<file path="src/hw/rtl/slmc_pkg.sv">
`default_nettype none
package slmc_pkg;

   localparam int SineTableDepthDefault = 256;
   localparam logic [16:0] WatchdogResetMs = 17'd60000;
   localparam logic [7:0] FramePeriodResetMs = 8'd17;
   localparam logic [13:0] BlendDurationResetMs = 14'd500;
   localparam logic [13:0] BlendDurationMaxMs = 14'd10000;
   localparam logic [15:0] StepModerate = 16'd364;
   localparam logic [15:0] StepSlow = 16'd218;
   localparam logic [23:0] VersionWord = 24'h000404;

   localparam logic [2:0] MODE_OFF = 3'd0;
   localparam logic [2:0] MODE_SOLID = 3'd1;
   localparam logic [2:0] MODE_BREATHE = 3'd2;
   localparam logic [2:0] MODE_SLOW = 3'd3;
   localparam logic [2:0] MODE_DISC = 3'd4;

   localparam logic [7:0] CMD_PING = 8'd1;
   localparam logic [7:0] CMD_OFF = 8'd2;
   localparam logic [7:0] CMD_SOLID = 8'd3;
   localparam logic [7:0] CMD_BREATHE = 8'd4;
   localparam logic [7:0] CMD_SLOW = 8'd5;
   localparam logic [7:0] CMD_BRIGHT = 8'd6;
   localparam logic [7:0] CMD_TRANS = 8'd7;
   localparam logic [7:0] CMD_RESTART = 8'd8;
   localparam logic [7:0] CMD_BOOT = 8'd9;
   localparam logic [7:0] CMD_VERSION = 8'd10;

   localparam logic [2:0] RSP_PONG = 3'd0;
   localparam logic [2:0] RSP_OK = 3'd1;
   localparam logic [2:0] RSP_ERROR = 3'd2;
   localparam logic [2:0] RSP_VERSION = 3'd3;
   localparam logic [2:0] RSP_RESTART = 3'd4;
   localparam logic [2:0] RSP_BOOT = 3'd5;

   localparam logic CSR_WATCHDOG = 1'b0;
   localparam logic CSR_FRAME = 1'b1;

   typedef struct packed {
      logic       action;
      logic [3:0] report_length;
      logic [7:0] command;
      logic [7:0] arg_one;
      logic [7:0] arg_two;
      logic [7:0] arg_three;
   } req_type;

   typedef struct packed {
      logic        kind;
      logic [2:0]  response_code;
      logic [23:0] version_word;
      logic [7:0]  red;
      logic [7:0]  green;
      logic [7:0]  blue;
      logic [7:0]  brightness;
      logic        last;
   } rsp_type;

endpackage
`default_nettype wire

</file>
<file path="src/hw/rtl/slmc_divider.sv">
`default_nettype none
// Restoring divider: quotient of a 22-bit dividend by a 14-bit divisor, one
// quotient bit per cycle.
module slmc_divider (
   input  wire logic        clock,
   input  wire logic        reset,
   input  wire logic        start,
   input  wire logic [21:0] dividend,
   input  wire logic [13:0] divisor,
   output logic             done,
   output logic [21:0]      quotient
);
   logic [21:0] quo_ff, quo_in;
   logic [14:0] rem_ff, rem_in;
   logic [13:0] div_ff, div_in;
   logic [4:0]  cnt_ff, cnt_in;
   logic        busy_ff, busy_in;
   logic [14:0] trial;

   always_comb begin
      quo_in = quo_ff;
      rem_in = rem_ff;
      div_in = div_ff;
      cnt_in = cnt_ff;
      busy_in = busy_ff;
      trial = {rem_ff[13:0], quo_ff[21]};
      if (start) begin
         quo_in = dividend;
         rem_in = '0;
         div_in = divisor;
         cnt_in = 5'd0;
         busy_in = 1'b1;
      end else if (busy_ff) begin
         if (trial >= {1'b0, div_ff}) begin
            rem_in = trial - {1'b0, div_ff};
            quo_in = {quo_ff[20:0], 1'b1};
         end else begin
            rem_in = trial;
            quo_in = {quo_ff[20:0], 1'b0};
         end
         cnt_in = cnt_ff + 5'd1;
         if (cnt_ff == 5'd21) begin
            busy_in = 1'b0;
         end
      end
   end

   always_ff @(posedge clock) begin
      if (reset) begin
         busy_ff <= 1'b0;
         cnt_ff <= '0;
      end else begin
         busy_ff <= busy_in;
         cnt_ff <= cnt_in;
      end
      quo_ff <= quo_in;
      rem_ff <= rem_in;
      div_ff <= div_in;
   end

   assign done = busy_ff && (cnt_ff == 5'd21);
   assign quotient = {quo_ff[20:0], (trial >= {1'b0, div_ff})};
endmodule
`default_nettype wire

</file>
<file path="src/hw/rtl/slmc_mult.sv">
`default_nettype none
// Shared 18 by 18 unsigned multiplier with a registered product.
module slmc_mult (
   input  wire logic        clock,
   input  wire logic [17:0] op_a,
   input  wire logic [17:0] op_b,
   output logic [35:0]      product
);
   logic [35:0] prod_ff, prod_in;
   assign prod_in = op_a * op_b;
   always_ff @(posedge clock) begin
      prod_ff <= prod_in;
   end
   assign product = prod_ff;
endmodule
`default_nettype wire

</file>
<file path="src/hw/rtl/status_led_mode_controller.sv">
`default_nettype none
// Channel   Direction  Handshake              Payload
// req_      in         req_valid / req_stall  slmc_pkg::req_type
// rsp_      out        rsp_valid / rsp_stall  slmc_pkg::rsp_type
// csr_      in         csr_write_enable       index 0 watchdog, 1 frame period
//
// A host command is decoded in the idle state and its result transactions are then
// sent from the send state. A tick without a frame returns to idle, and a solid or
// off frame goes through the decide state. Breathe, slow and disconnected frames run
// the multiply program on the one shared multiplier, and a blend frame also runs
// the bit-serial divider and the mixing steps.
// Reset is synchronous and restores all mode state. A stalled result holds
// the block in its send state; no new transaction is taken until it leaves.
module status_led_mode_controller #(
   parameter int SINE_TABLE_DEPTH = slmc_pkg::SineTableDepthDefault
) (
   input  wire logic             clock,
   input  wire logic             reset,
   input  wire logic             req_valid,
   output logic                  req_stall,
   input  wire slmc_pkg::req_type req_data,
   output logic                  rsp_valid,
   input  wire logic             rsp_stall,
   output slmc_pkg::rsp_type     rsp_data,
   input  wire logic             csr_write_enable,
   input  wire logic             csr_index,
   input  wire logic [16:0]      csr_write_data
);
   import slmc_pkg::*;

   // The phase is quantized to the table depth by keeping its top bits.
   localparam int IdxBits = $clog2(SINE_TABLE_DEPTH);

   localparam logic [3:0] ST_IDLE = 4'd0;
   localparam logic [3:0] ST_TICK = 4'd1;
   localparam logic [3:0] ST_MUL = 4'd2;  // run the multiply program
   localparam logic [3:0] ST_DIV = 4'd3;
   localparam logic [3:0] ST_MIX = 4'd4;
   localparam logic [3:0] ST_DECIDE = 4'd5;
   localparam logic [3:0] ST_SEND = 4'd6;

   logic [3:0]  state_ff, state_in;
   logic [16:0] wd_limit_ff, wd_limit_in;
   logic [7:0]  period_ff, period_in;
   logic [2:0]  mode_ff, mode_in;
   logic [23:0] target_ff, target_in, shown_ff, shown_in, start_ff, start_in;
   logic [16:0] quiet_ff, quiet_in;
   logic [7:0]  fms_ff, fms_in;
   logic [15:0] phase_ff, phase_in;
   logic        blending_ff, blending_in;
   logic [13:0] elapsed_ff, elapsed_in, dur_ff, dur_in;
   logic [7:0]  bright_ff, bright_in;
   rsp_type     out0_ff, out0_in, out1_ff, out1_in;
   logic        two_ff, two_in;
   logic        sel_ff, sel_in;
   logic [4:0]  step_ff, step_in;
   logic [17:0] acc_ff, acc_in;   // working value of the sine program and of the blend mix
   logic [17:0] x_ff, x_in, x2_ff, x2_in;
   logic        neg_ff, neg_in;
   logic [23:0] col_ff, col_in, next_ff, next_in, bcol_ff, bcol_in;
   logic [7:0]  p_ff, p_in;

   logic [17:0] ma, mb;
   logic [35:0] prod;
   logic        div_start, div_done;
   logic [21:0] div_q;

   slmc_mult u_mult (.clock(clock), .op_a(ma), .op_b(mb), .product(prod));
   slmc_divider u_div (
      .clock(clock), .reset(reset), .start(div_start),
      .dividend({8'd0, elapsed_ff} * 22'd255), .divisor(dur_ff),
      .done(div_done), .quotient(div_q)
   );

   function automatic rsp_type mk_frame(input logic [23:0] c, input logic [7:0] b);
      rsp_type r;
      r = '0;
      r.kind = 1'b1;
      r.red = c[23:16];
      r.green = c[15:8];
      r.blue = c[7:0];
      r.brightness = b;
      return r;
   endfunction

   // Index of the first phase step after a watchdog trip, as a quadrant offset.
   function automatic logic [15:0] xq_zero_step();
      logic [IdxBits-1:0] i;
      logic [15:0] a;
      i = StepModerate[15 -: IdxBits];
      a = 16'({i, {(16 - IdxBits){1'b0}}});
      return {1'b0, a[13:0], 1'b0};
   endfunction

   logic [15:0] new_phase, ang;
   logic [IdxBits-1:0] pidx;
   logic [15:0] xq;
   logic [17:0] h;
   logic [7:0]  ca, cb;

   always_comb begin
      new_phase = phase_ff + ((mode_ff == MODE_SLOW) ? StepSlow : StepModerate);
      pidx = new_phase[15 -: IdxBits];
      ang = 16'({pidx, {(16 - IdxBits){1'b0}}});
      xq = {1'b0, ang[13:0], 1'b0};
      h = 18'((18'd32768 + (neg_ff ? -acc_ff : acc_ff)) >> 1);
      ca = start_ff[8*(2 - step_ff[2:1]) +: 8];
      cb = next_ff[8*(2 - step_ff[2:1]) +: 8];
   end

   // Multiplier operand selection for the sine program and the blend.
   always_comb begin
      ma = '0;
      mb = '0;
      if (state_ff == ST_MUL) begin
         case (step_ff)
            5'd0: begin ma = x_ff; mb = x_ff; end
            5'd2: begin ma = 18'd2320; mb = x2_ff; end
            5'd4: begin ma = 18'd21024 - acc_ff; mb = x2_ff; end
            5'd6: begin ma = 18'd51472 - acc_ff; mb = x_ff; end
            5'd8: begin ma = h; mb = h; end
            5'd10: begin ma = {10'd0, col_ff[23:16]}; mb = acc_ff; end
            5'd11: begin ma = {10'd0, col_ff[15:8]}; mb = acc_ff; end
            5'd12: begin ma = {10'd0, col_ff[7:0]}; mb = acc_ff; end
            default: ;
         endcase
      end else if (state_ff == ST_MIX) begin
         if (!step_ff[0]) begin
            ma = {10'd0, ca}; mb = 18'd256 - {10'd0, p_ff};
         end else begin
            ma = {10'd0, cb}; mb = {10'd0, p_ff} + 18'd1;
         end
      end
   end

   always_comb begin
      state_in = state_ff;
      wd_limit_in = wd_limit_ff;
      period_in = period_ff;
      mode_in = mode_ff;
      target_in = target_ff;
      shown_in = shown_ff;
      start_in = start_ff;
      quiet_in = quiet_ff;
      fms_in = fms_ff;
      phase_in = phase_ff;
      blending_in = blending_ff;
      elapsed_in = elapsed_ff;
      dur_in = dur_ff;
      bright_in = bright_ff;
      out0_in = out0_ff;
      out1_in = out1_ff;
      two_in = two_ff;
      sel_in = sel_ff;
      step_in = step_ff;
      acc_in = acc_ff;
      x_in = x_ff;
      x2_in = x2_ff;
      neg_in = neg_ff;
      col_in = col_ff;
      next_in = next_ff;
      bcol_in = bcol_ff;
      p_in = p_ff;
      div_start = 1'b0;

      if (csr_write_enable) begin
         unique case (csr_index)
            CSR_WATCHDOG: wd_limit_in = csr_write_data;
            CSR_FRAME: period_in = csr_write_data[7:0];
            default: ;
         endcase
      end

      unique case (state_ff)
         ST_IDLE: begin
            if (req_valid) begin
               if (req_data.action) begin
                  if (quiet_ff != 17'h1FFFF) quiet_in = quiet_ff + 17'd1;
                  if (blending_ff && elapsed_ff != 14'h3FFF)
                     elapsed_in = elapsed_ff + 14'd1;
                  if (fms_ff != 8'hFF) fms_in = fms_ff + 8'd1;
                  state_in = ST_TICK;
               end else if (req_data.report_length >= 4'd4) begin
                  out0_in = '0;
                  out0_in.response_code = RSP_OK;
                  out0_in.last = 1'b1;
                  two_in = 1'b0;
                  sel_in = 1'b0;
                  state_in = ST_SEND;
                  if (req_data.command >= CMD_PING && req_data.command <= CMD_TRANS)
                     quiet_in = '0;
                  if (req_data.command >= CMD_OFF && req_data.command <= CMD_SLOW
                      && dur_ff != '0) begin
                     start_in = shown_ff;
                     elapsed_in = '0;
                     blending_in = 1'b1;
                  end
                  case (req_data.command)
                     CMD_PING: begin
                        out0_in.response_code = RSP_PONG;
                        if (mode_ff == MODE_DISC) begin
                           mode_in = MODE_OFF;
                           if (dur_ff != '0) begin
                              start_in = shown_ff;
                              elapsed_in = '0;
                              blending_in = 1'b1;
                           end
                        end
                     end
                     CMD_OFF: mode_in = MODE_OFF;
                     CMD_SOLID, CMD_BREATHE, CMD_SLOW: begin
                        target_in = {req_data.arg_one, req_data.arg_two,
                                     req_data.arg_three};
                        mode_in = (req_data.command == CMD_SOLID) ? MODE_SOLID :
                                  (req_data.command == CMD_BREATHE) ? MODE_BREATHE
                                                                    : MODE_SLOW;
                     end
                     CMD_BRIGHT: begin
                        bright_in = req_data.arg_one;
                        out1_in = out0_in;
                        out0_in = mk_frame(shown_ff, req_data.arg_one);
                        two_in = 1'b1;
                     end
                     CMD_TRANS: begin
                        dur_in = ({req_data.arg_one, req_data.arg_two} > 16'd10000) ?
                                 BlendDurationMaxMs :
                                 {req_data.arg_one[5:0], req_data.arg_two};
                     end
                     CMD_RESTART: out0_in.response_code = RSP_RESTART;
                     CMD_BOOT: out0_in.response_code = RSP_BOOT;
                     CMD_VERSION: begin
                        out0_in.response_code = RSP_VERSION;
                        out0_in.version_word = VersionWord;
                     end
                     default: out0_in.response_code = RSP_ERROR;
                  endcase
               end
            end
         end
         ST_TICK: begin
            state_in = ST_IDLE;
            if (mode_ff != MODE_DISC && quiet_ff > wd_limit_ff) begin
               mode_in = MODE_DISC;
               phase_in = '0;
            end else if (fms_ff >= period_ff) begin
               fms_in = '0;
               next_in = (mode_ff == MODE_SOLID) ? target_ff : '0;
               col_in = (mode_ff == MODE_DISC) ? 24'hFFFFFF : target_ff;
               if (mode_ff == MODE_BREATHE || mode_ff == MODE_SLOW
                   || mode_ff == MODE_DISC) begin
                  phase_in = new_phase;
                  x_in = {2'd0, ang[14] ? 16'd32768 - xq : xq};
                  neg_in = ang[15];
                  step_in = '0;
                  state_in = ST_MUL;
               end else begin
                  state_in = ST_DECIDE;
               end
            end
            // Watchdog trip and frame check share the tick: re-enter for frame.
            if (mode_ff != MODE_DISC && quiet_ff > wd_limit_ff) begin
               if (fms_ff >= period_ff) begin
                  fms_in = '0;
                  col_in = 24'hFFFFFF;
                  x_in = {2'd0, xq_zero_step()};
                  neg_in = 1'b0;
                  phase_in = StepModerate;
                  step_in = '0;
                  state_in = ST_MUL;
               end
            end
         end
         ST_MUL: begin
            step_in = step_ff + 5'd1;
            case (step_ff)
               5'd1: x2_in = prod[32:15];
               5'd3, 5'd5: acc_in = prod[32:15];
               5'd7: acc_in = prod[32:15];
               5'd9: acc_in = prod[32:15];
               5'd11: next_in[23:16] = prod[22:15];
               5'd12: next_in[15:8] = prod[22:15];
               5'd13: begin
                  next_in[7:0] = prod[22:15];
                  state_in = ST_DECIDE;
               end
               default: ;
            endcase
         end
         ST_DECIDE: begin
            state_in = ST_IDLE;
            if (blending_ff) begin
               if (elapsed_ff >= dur_ff) begin
                  blending_in = 1'b0;
                  shown_in = next_ff;
                  out0_in = mk_frame(next_ff, bright_ff);
                  out0_in.last = 1'b1;
                  two_in = 1'b0;
                  sel_in = 1'b0;
                  state_in = ST_SEND;
               end else begin
                  div_start = 1'b1;
                  state_in = ST_DIV;
               end
            end else if (next_ff != shown_ff) begin
               shown_in = next_ff;
               out0_in = mk_frame(next_ff, bright_ff);
               out0_in.last = 1'b1;
               two_in = 1'b0;
               sel_in = 1'b0;
               state_in = ST_SEND;
            end
         end
         ST_DIV: begin
            if (div_done) begin
               p_in = div_q[7:0];
               step_in = '0;
               state_in = ST_MIX;
            end
         end
         ST_MIX: begin
            // Even steps issue the start term, odd steps the target term;
            // products come from the registered multiplier at the next step and are summed in acc.
            step_in = step_ff + 5'd1;
            if (step_ff != 5'd0) begin
               if (step_ff[0]) acc_in = prod[17:0];
               else begin
                  bcol_in[8*(2 - (step_ff[2:1] - 2'd1)) +: 8] =
                     8'((acc_ff + prod[17:0]) >> 8);
               end
            end
            if (step_ff == 5'd6) begin
               shown_in = {bcol_ff[23:8], 8'((acc_ff + prod[17:0]) >> 8)};
               out0_in = mk_frame({bcol_ff[23:8], 8'((acc_ff + prod[17:0]) >> 8)},
                                  bright_ff);
               out0_in.last = 1'b1;
               two_in = 1'b0;
               sel_in = 1'b0;
               state_in = ST_SEND;
            end
         end
         ST_SEND: begin
            if (!rsp_stall) begin
               if (two_ff && !sel_ff) sel_in = 1'b1;
               else state_in = ST_IDLE;
            end
         end
         default: state_in = ST_IDLE;
      endcase
   end

   always_ff @(posedge clock) begin
      if (reset) begin
         state_ff <= ST_IDLE;
         wd_limit_ff <= WatchdogResetMs;
         period_ff <= FramePeriodResetMs;
         mode_ff <= MODE_OFF;
         target_ff <= '0;
         shown_ff <= '0;
         start_ff <= '0;
         quiet_ff <= '0;
         fms_ff <= '0;
         phase_ff <= '0;
         blending_ff <= 1'b0;
         elapsed_ff <= '0;
         dur_ff <= BlendDurationResetMs;
         bright_ff <= 8'hFF;
         two_ff <= 1'b0;
         sel_ff <= 1'b0;
         step_ff <= '0;
      end else begin
         state_ff <= state_in;
         wd_limit_ff <= wd_limit_in;
         period_ff <= period_in;
         mode_ff <= mode_in;
         target_ff <= target_in;
         shown_ff <= shown_in;
         start_ff <= start_in;
         quiet_ff <= quiet_in;
         fms_ff <= fms_in;
         phase_ff <= phase_in;
         blending_ff <= blending_in;
         elapsed_ff <= elapsed_in;
         dur_ff <= dur_in;
         bright_ff <= bright_in;
         two_ff <= two_in;
         sel_ff <= sel_in;
         step_ff <= step_in;
      end
      out0_ff <= out0_in;
      out1_ff <= out1_in;
      acc_ff <= acc_in;
      x_ff <= x_in;
      x2_ff <= x2_in;
      neg_ff <= neg_in;
      col_ff <= col_in;
      next_ff <= next_in;
      bcol_ff <= bcol_in;
      p_ff <= p_in;
   end

   assign req_stall = (state_ff != ST_IDLE);
   assign rsp_valid = (state_ff == ST_SEND);
   assign rsp_data = sel_ff ? out1_ff : out0_ff;
endmodule
`default_nettype wire
</file>
<file path="config.mk">
export PLATFORM = sky130hd
export DESIGN_NAME = status_led_mode_controller
export DESIGN_NICKNAME = d
export VERILOG_FILES = /design/src/hw/rtl/slmc_pkg.sv /design/src/hw/rtl/slmc_divider.sv /design/src/hw/rtl/slmc_mult.sv /design/src/hw/rtl/status_led_mode_controller.sv
export SDC_FILE = /design/constraint.sdc
export NUM_CORES = 2
export LEC_CHECK = 0
export ABC_AREA = 1
export BUFFER_PORTS_ARGS = -buffer_cell sky130_fd_sc_hd__clkbuf_2
export CORE_ASPECT_RATIO = 0.8
export CORE_MARGIN = 5
export CORE_UTILIZATION = 46
export DETAILED_ROUTE_END_ITERATION = 7
export HOLD_SLACK_MARGIN = 0.06
export PLACE_DENSITY = 0.71
export REMOVE_ABC_BUFFERS = 1
export SYNTH_ARGS = -nofsm -noshare
export SYNTH_HDL_FRONTEND = slang
export SYNTH_SLANG_ARGS = --single-unit
</file>
<file path="constraint.sdc">
create_clock -name clock -period 13.7 [get_ports clock]
set_input_delay 0 -clock clock [delete_from_list [all_inputs] [get_ports clock]]
set_output_delay 0 -clock clock [all_outputs]
set_load 0.01 [all_outputs]
</file>
==> metrics.md <==
| Metric | Value |
|---|---|
| Startpoint of the worst hold path | req_data[35] |
| Data arrival time of the critical path | 10.43 ns |
| Element type at the critical path end | flop |
| Hold-fix buffers, CTS | 80 |
| Number of flops mapped to enable cells by yosys | 201 |
| Critical path type | reg2reg |
| Vias per cell | 5.47 |
| Layout cell share with drive strength beyond 1 | 0.0561 |
| Die X-Extent | 325 um |
| P per Cell Area | 144 mW/mm^2 |
| Worst-path clk slew | 0.07 ns |
| #FFs+latches synth | 441 |
| DP HPWL | 82500 um |
| Netlist Area Pre-Place | 0.0364 sq mm |
| Crit-path slowest cell | dfxtp_1 |
| Top_reg_cell synth | dfxtp_1 |
| DRT iter0 DRCs | 3367 |
| RSZ-0062 raised after global routing | false |
| Antenna-violating nets left | 0 |
| Top cell by count, worst path | inv_1 |
| Core Region | 0.0786 sq mm |
| # rows | 92 |
| Overall Global Routing Usage | 0.249 |
| Most common cell after layout, fill and taps aside | nand2_1 |
| Share of the synthesized area in the top cell type | 0.174 |
| Max Buffers Root-to-Sink | 3 |
| Routed wire length | 107000 um |
| Min cycle time layout | 9.97 ns |
| Register-to-register setup slack | 3.73 ns |
| Reg2reg start | step_ff[1] |
| Inserted Diodes | 0 |
| Routed via count | 31600 |
| Max rail drop VDD | 0.109 mV |
| Syn Area/Cell | 7.93 sq um |
| Filler Cell Count | 7359 |
| Post-cts sizing count | 0 |
| H-tree levels | 2 |
| Max Clk Rate | 100 MHz |
| Count of pins over their slew limit | 0 |
| Antenna violations before repair | 1 |
| Global-route wire length before repair | 169000 um |
| Slew HR | 0.212 |
| Most frequent cells in the layout | nand2_1, inv_1, nor2_1 |
| Setup TNS Final | 0 ns |
| Endpoints failing setup | 0 |
| Sequential-to-total area share from yosys stat | 0.298 |
| Origin of the worst setup path | step_ff[1] |
| Hold endpoint | mode_ff[2] |
| Worst reg-to-reg path cell count | 34 |
| I/O Buffers | 98 |
| Hold slack | 0.0985 ns |
| Clock Skew | 0.0251 ns |
| Req. time, crit path | 14.16 ns |
| DRC | 0 |
| Max FO, Critical Path | 19 |
| Area of the die | 0.0850 sq mm |
| Drt pass-1 iters | 8 |
| Synth area leaders | fa_1, edfxtp_1, dfxtp_1, nand2_1, inv_1 |
| Num ports | 123 |
| GP Congestion | 0.990 |
| Area leader, netlist | fa_1 |
| Largest net degree at the start of global routing | 97 |
| Initial core utilization | 0.463 |
| Grt ovf | 0 |
| Worst hold path class | in2reg |
| Root Buffer | clkbuf_16 |
| Fin. Hold Viols | 0 |
| Status | finished clean |
| Asr flop ratio synth | 0 |
| Die height | 262 um |
| YS warnings | 0 |
| Postcts setup bufs | 0 |
| Crit share post-route | 0.728 |
| Gate Count Post-Synth | 4595 |
| Routed len/inst | 18.6 um |
| CTS tree | yes |
| Worst r2r dst | u_mult.product[27] |
| Worst setup SP type | flop |
| Area grow syn2layout | 10.4% |
| Vias in the first global route | 30600 |
| Worst-skew pair later-pin latency | 0.58 ns |
| Clock buffer count from CTS | 44 |
| Crit path largest cell delay | 0.74 ns |
| Max-Cap Viols | 0 |
| # clock sinks | 441 |
| Synth unique cells | 62 |
| LEAKAGE | 18.8 nW |
| Worst slew pin tran | 1.18 ns |
| Worst Hold Depth | 8 |
| Nets@finish | 5338 |
per-layer routing:
| layer | wire length (um) | GRT usage | up-vias |
|---|---|---|---|
| met5 | 8 | 0 | - |
| met4 | 2620 | 0.0578 | 2 |
| met3 | 11700 | 0.0639 | 178 |
| met2 | 45600 | 0.380 | 1469 |
| met1 | 47600 | 0.359 | 15100 |
| li1 | - | - | 14900 |
cells in the mapped netlist (all sizes together), types with 57 or more instances:
cell,count
fa,316
xor2,62
a21oi,310
edfxtp,201
nand2,866
ha,242
inv,876
nor2,486
nor3,63
clkbuf,90
buf,57
nand3,146
o21ai,322
dfxtp,240
worst max path at each step:
stage,cells after the start,slack (ns),to
6_report,34,3.73,u_mult.product[27]
2_1_floorplan,36,5.16,u_mult.product[30]
3_5_place_dp,34,4.14,u_mult.product[27]
5_1_grt,38,3.47,u_mult.product[30]
4_1_cts,34,4.12,u_mult.product[27]
3_3_place_gp,32,4.19,u_mult.product[27]
area by class of cell:
type	count	area (sq um)	area share
clock buffers	61	1310	0.0326
inverters	885	3320	0.0826
repair buffers	205	1490	0.0371
well taps	1034	1290	0.0322
clock inverters	21	236	0.00588
multi-input cells	3143	21700	0.540
flip-flops and latches	441	10800	0.270
power breakdown:
group / leakage, nW / total, mW / switching [mW] / internal (mW)
clock: 0.761 / 1.30 / 0.551 / 0.752
combinational: 14.2 / 2.54 / 1.81 / 0.733
sequential: 3.84 / 1.94 / 0.237 / 1.70
total: 18.8 / 5.78 / 2.59 / 3.19
metrics by stage:
stage / cell area [sq um] / instances / utilization / setup WS, ns / total power [mW]
floorplan: 35800 / 4469 / - / 5.16 / 3.48
global placement: 37900 / 5628 / 0.482 / 4.19 / 4.36
detailed placement: 37900 / 5628 / 0.482 / 4.14 / 4.39
CTS: 40200 / 5790 / 0.512 / 4.12 / 5.72
global route: 40200 / 5790 / 0.512 / 3.47 / 6.11
finish: 40200 / 5790 / 0.512 / 3.73 / 5.78
critical path, delay by kind of cell (launching register included):
kind	cells	cell delay [ns]
fa+ha+maj	8	3.47
compound gates	8	2.51
simple gates	8	1.45
buf+inv	10	1.65
flops	1	0.74
registers in the layout, summed over array words and instances, names as in the netlist, 8 cells and up, named ones only:
register,cells
bright_ff,8
u_div.rem_ff,14
start_ff,24
u_div.quo_ff,22
u_div.div_ff,14
wd_limit_ff,17
shown_ff,24
quiet_ff,17
dur_ff,14
target_ff,24
x2_ff,18
x_ff,18
period_ff,8
bcol_ff,16
elapsed_ff,14
p_ff,8
fms_ff,8
phase_ff,10
acc_ff,18
next_ff,24
col_ff,24
u_mult.product,33
out0_ff,38
kinds of logic after synthesis:
group,synth area share
simple gates,0.183
buf+inv,0.110
compound gates,0.129
fa+ha+maj,0.257
flops,0.298
xor+xnor,0.0233
other cells,0.000103
mux,0.000275
No activity file was read; power rests on OpenSTA's default activity.
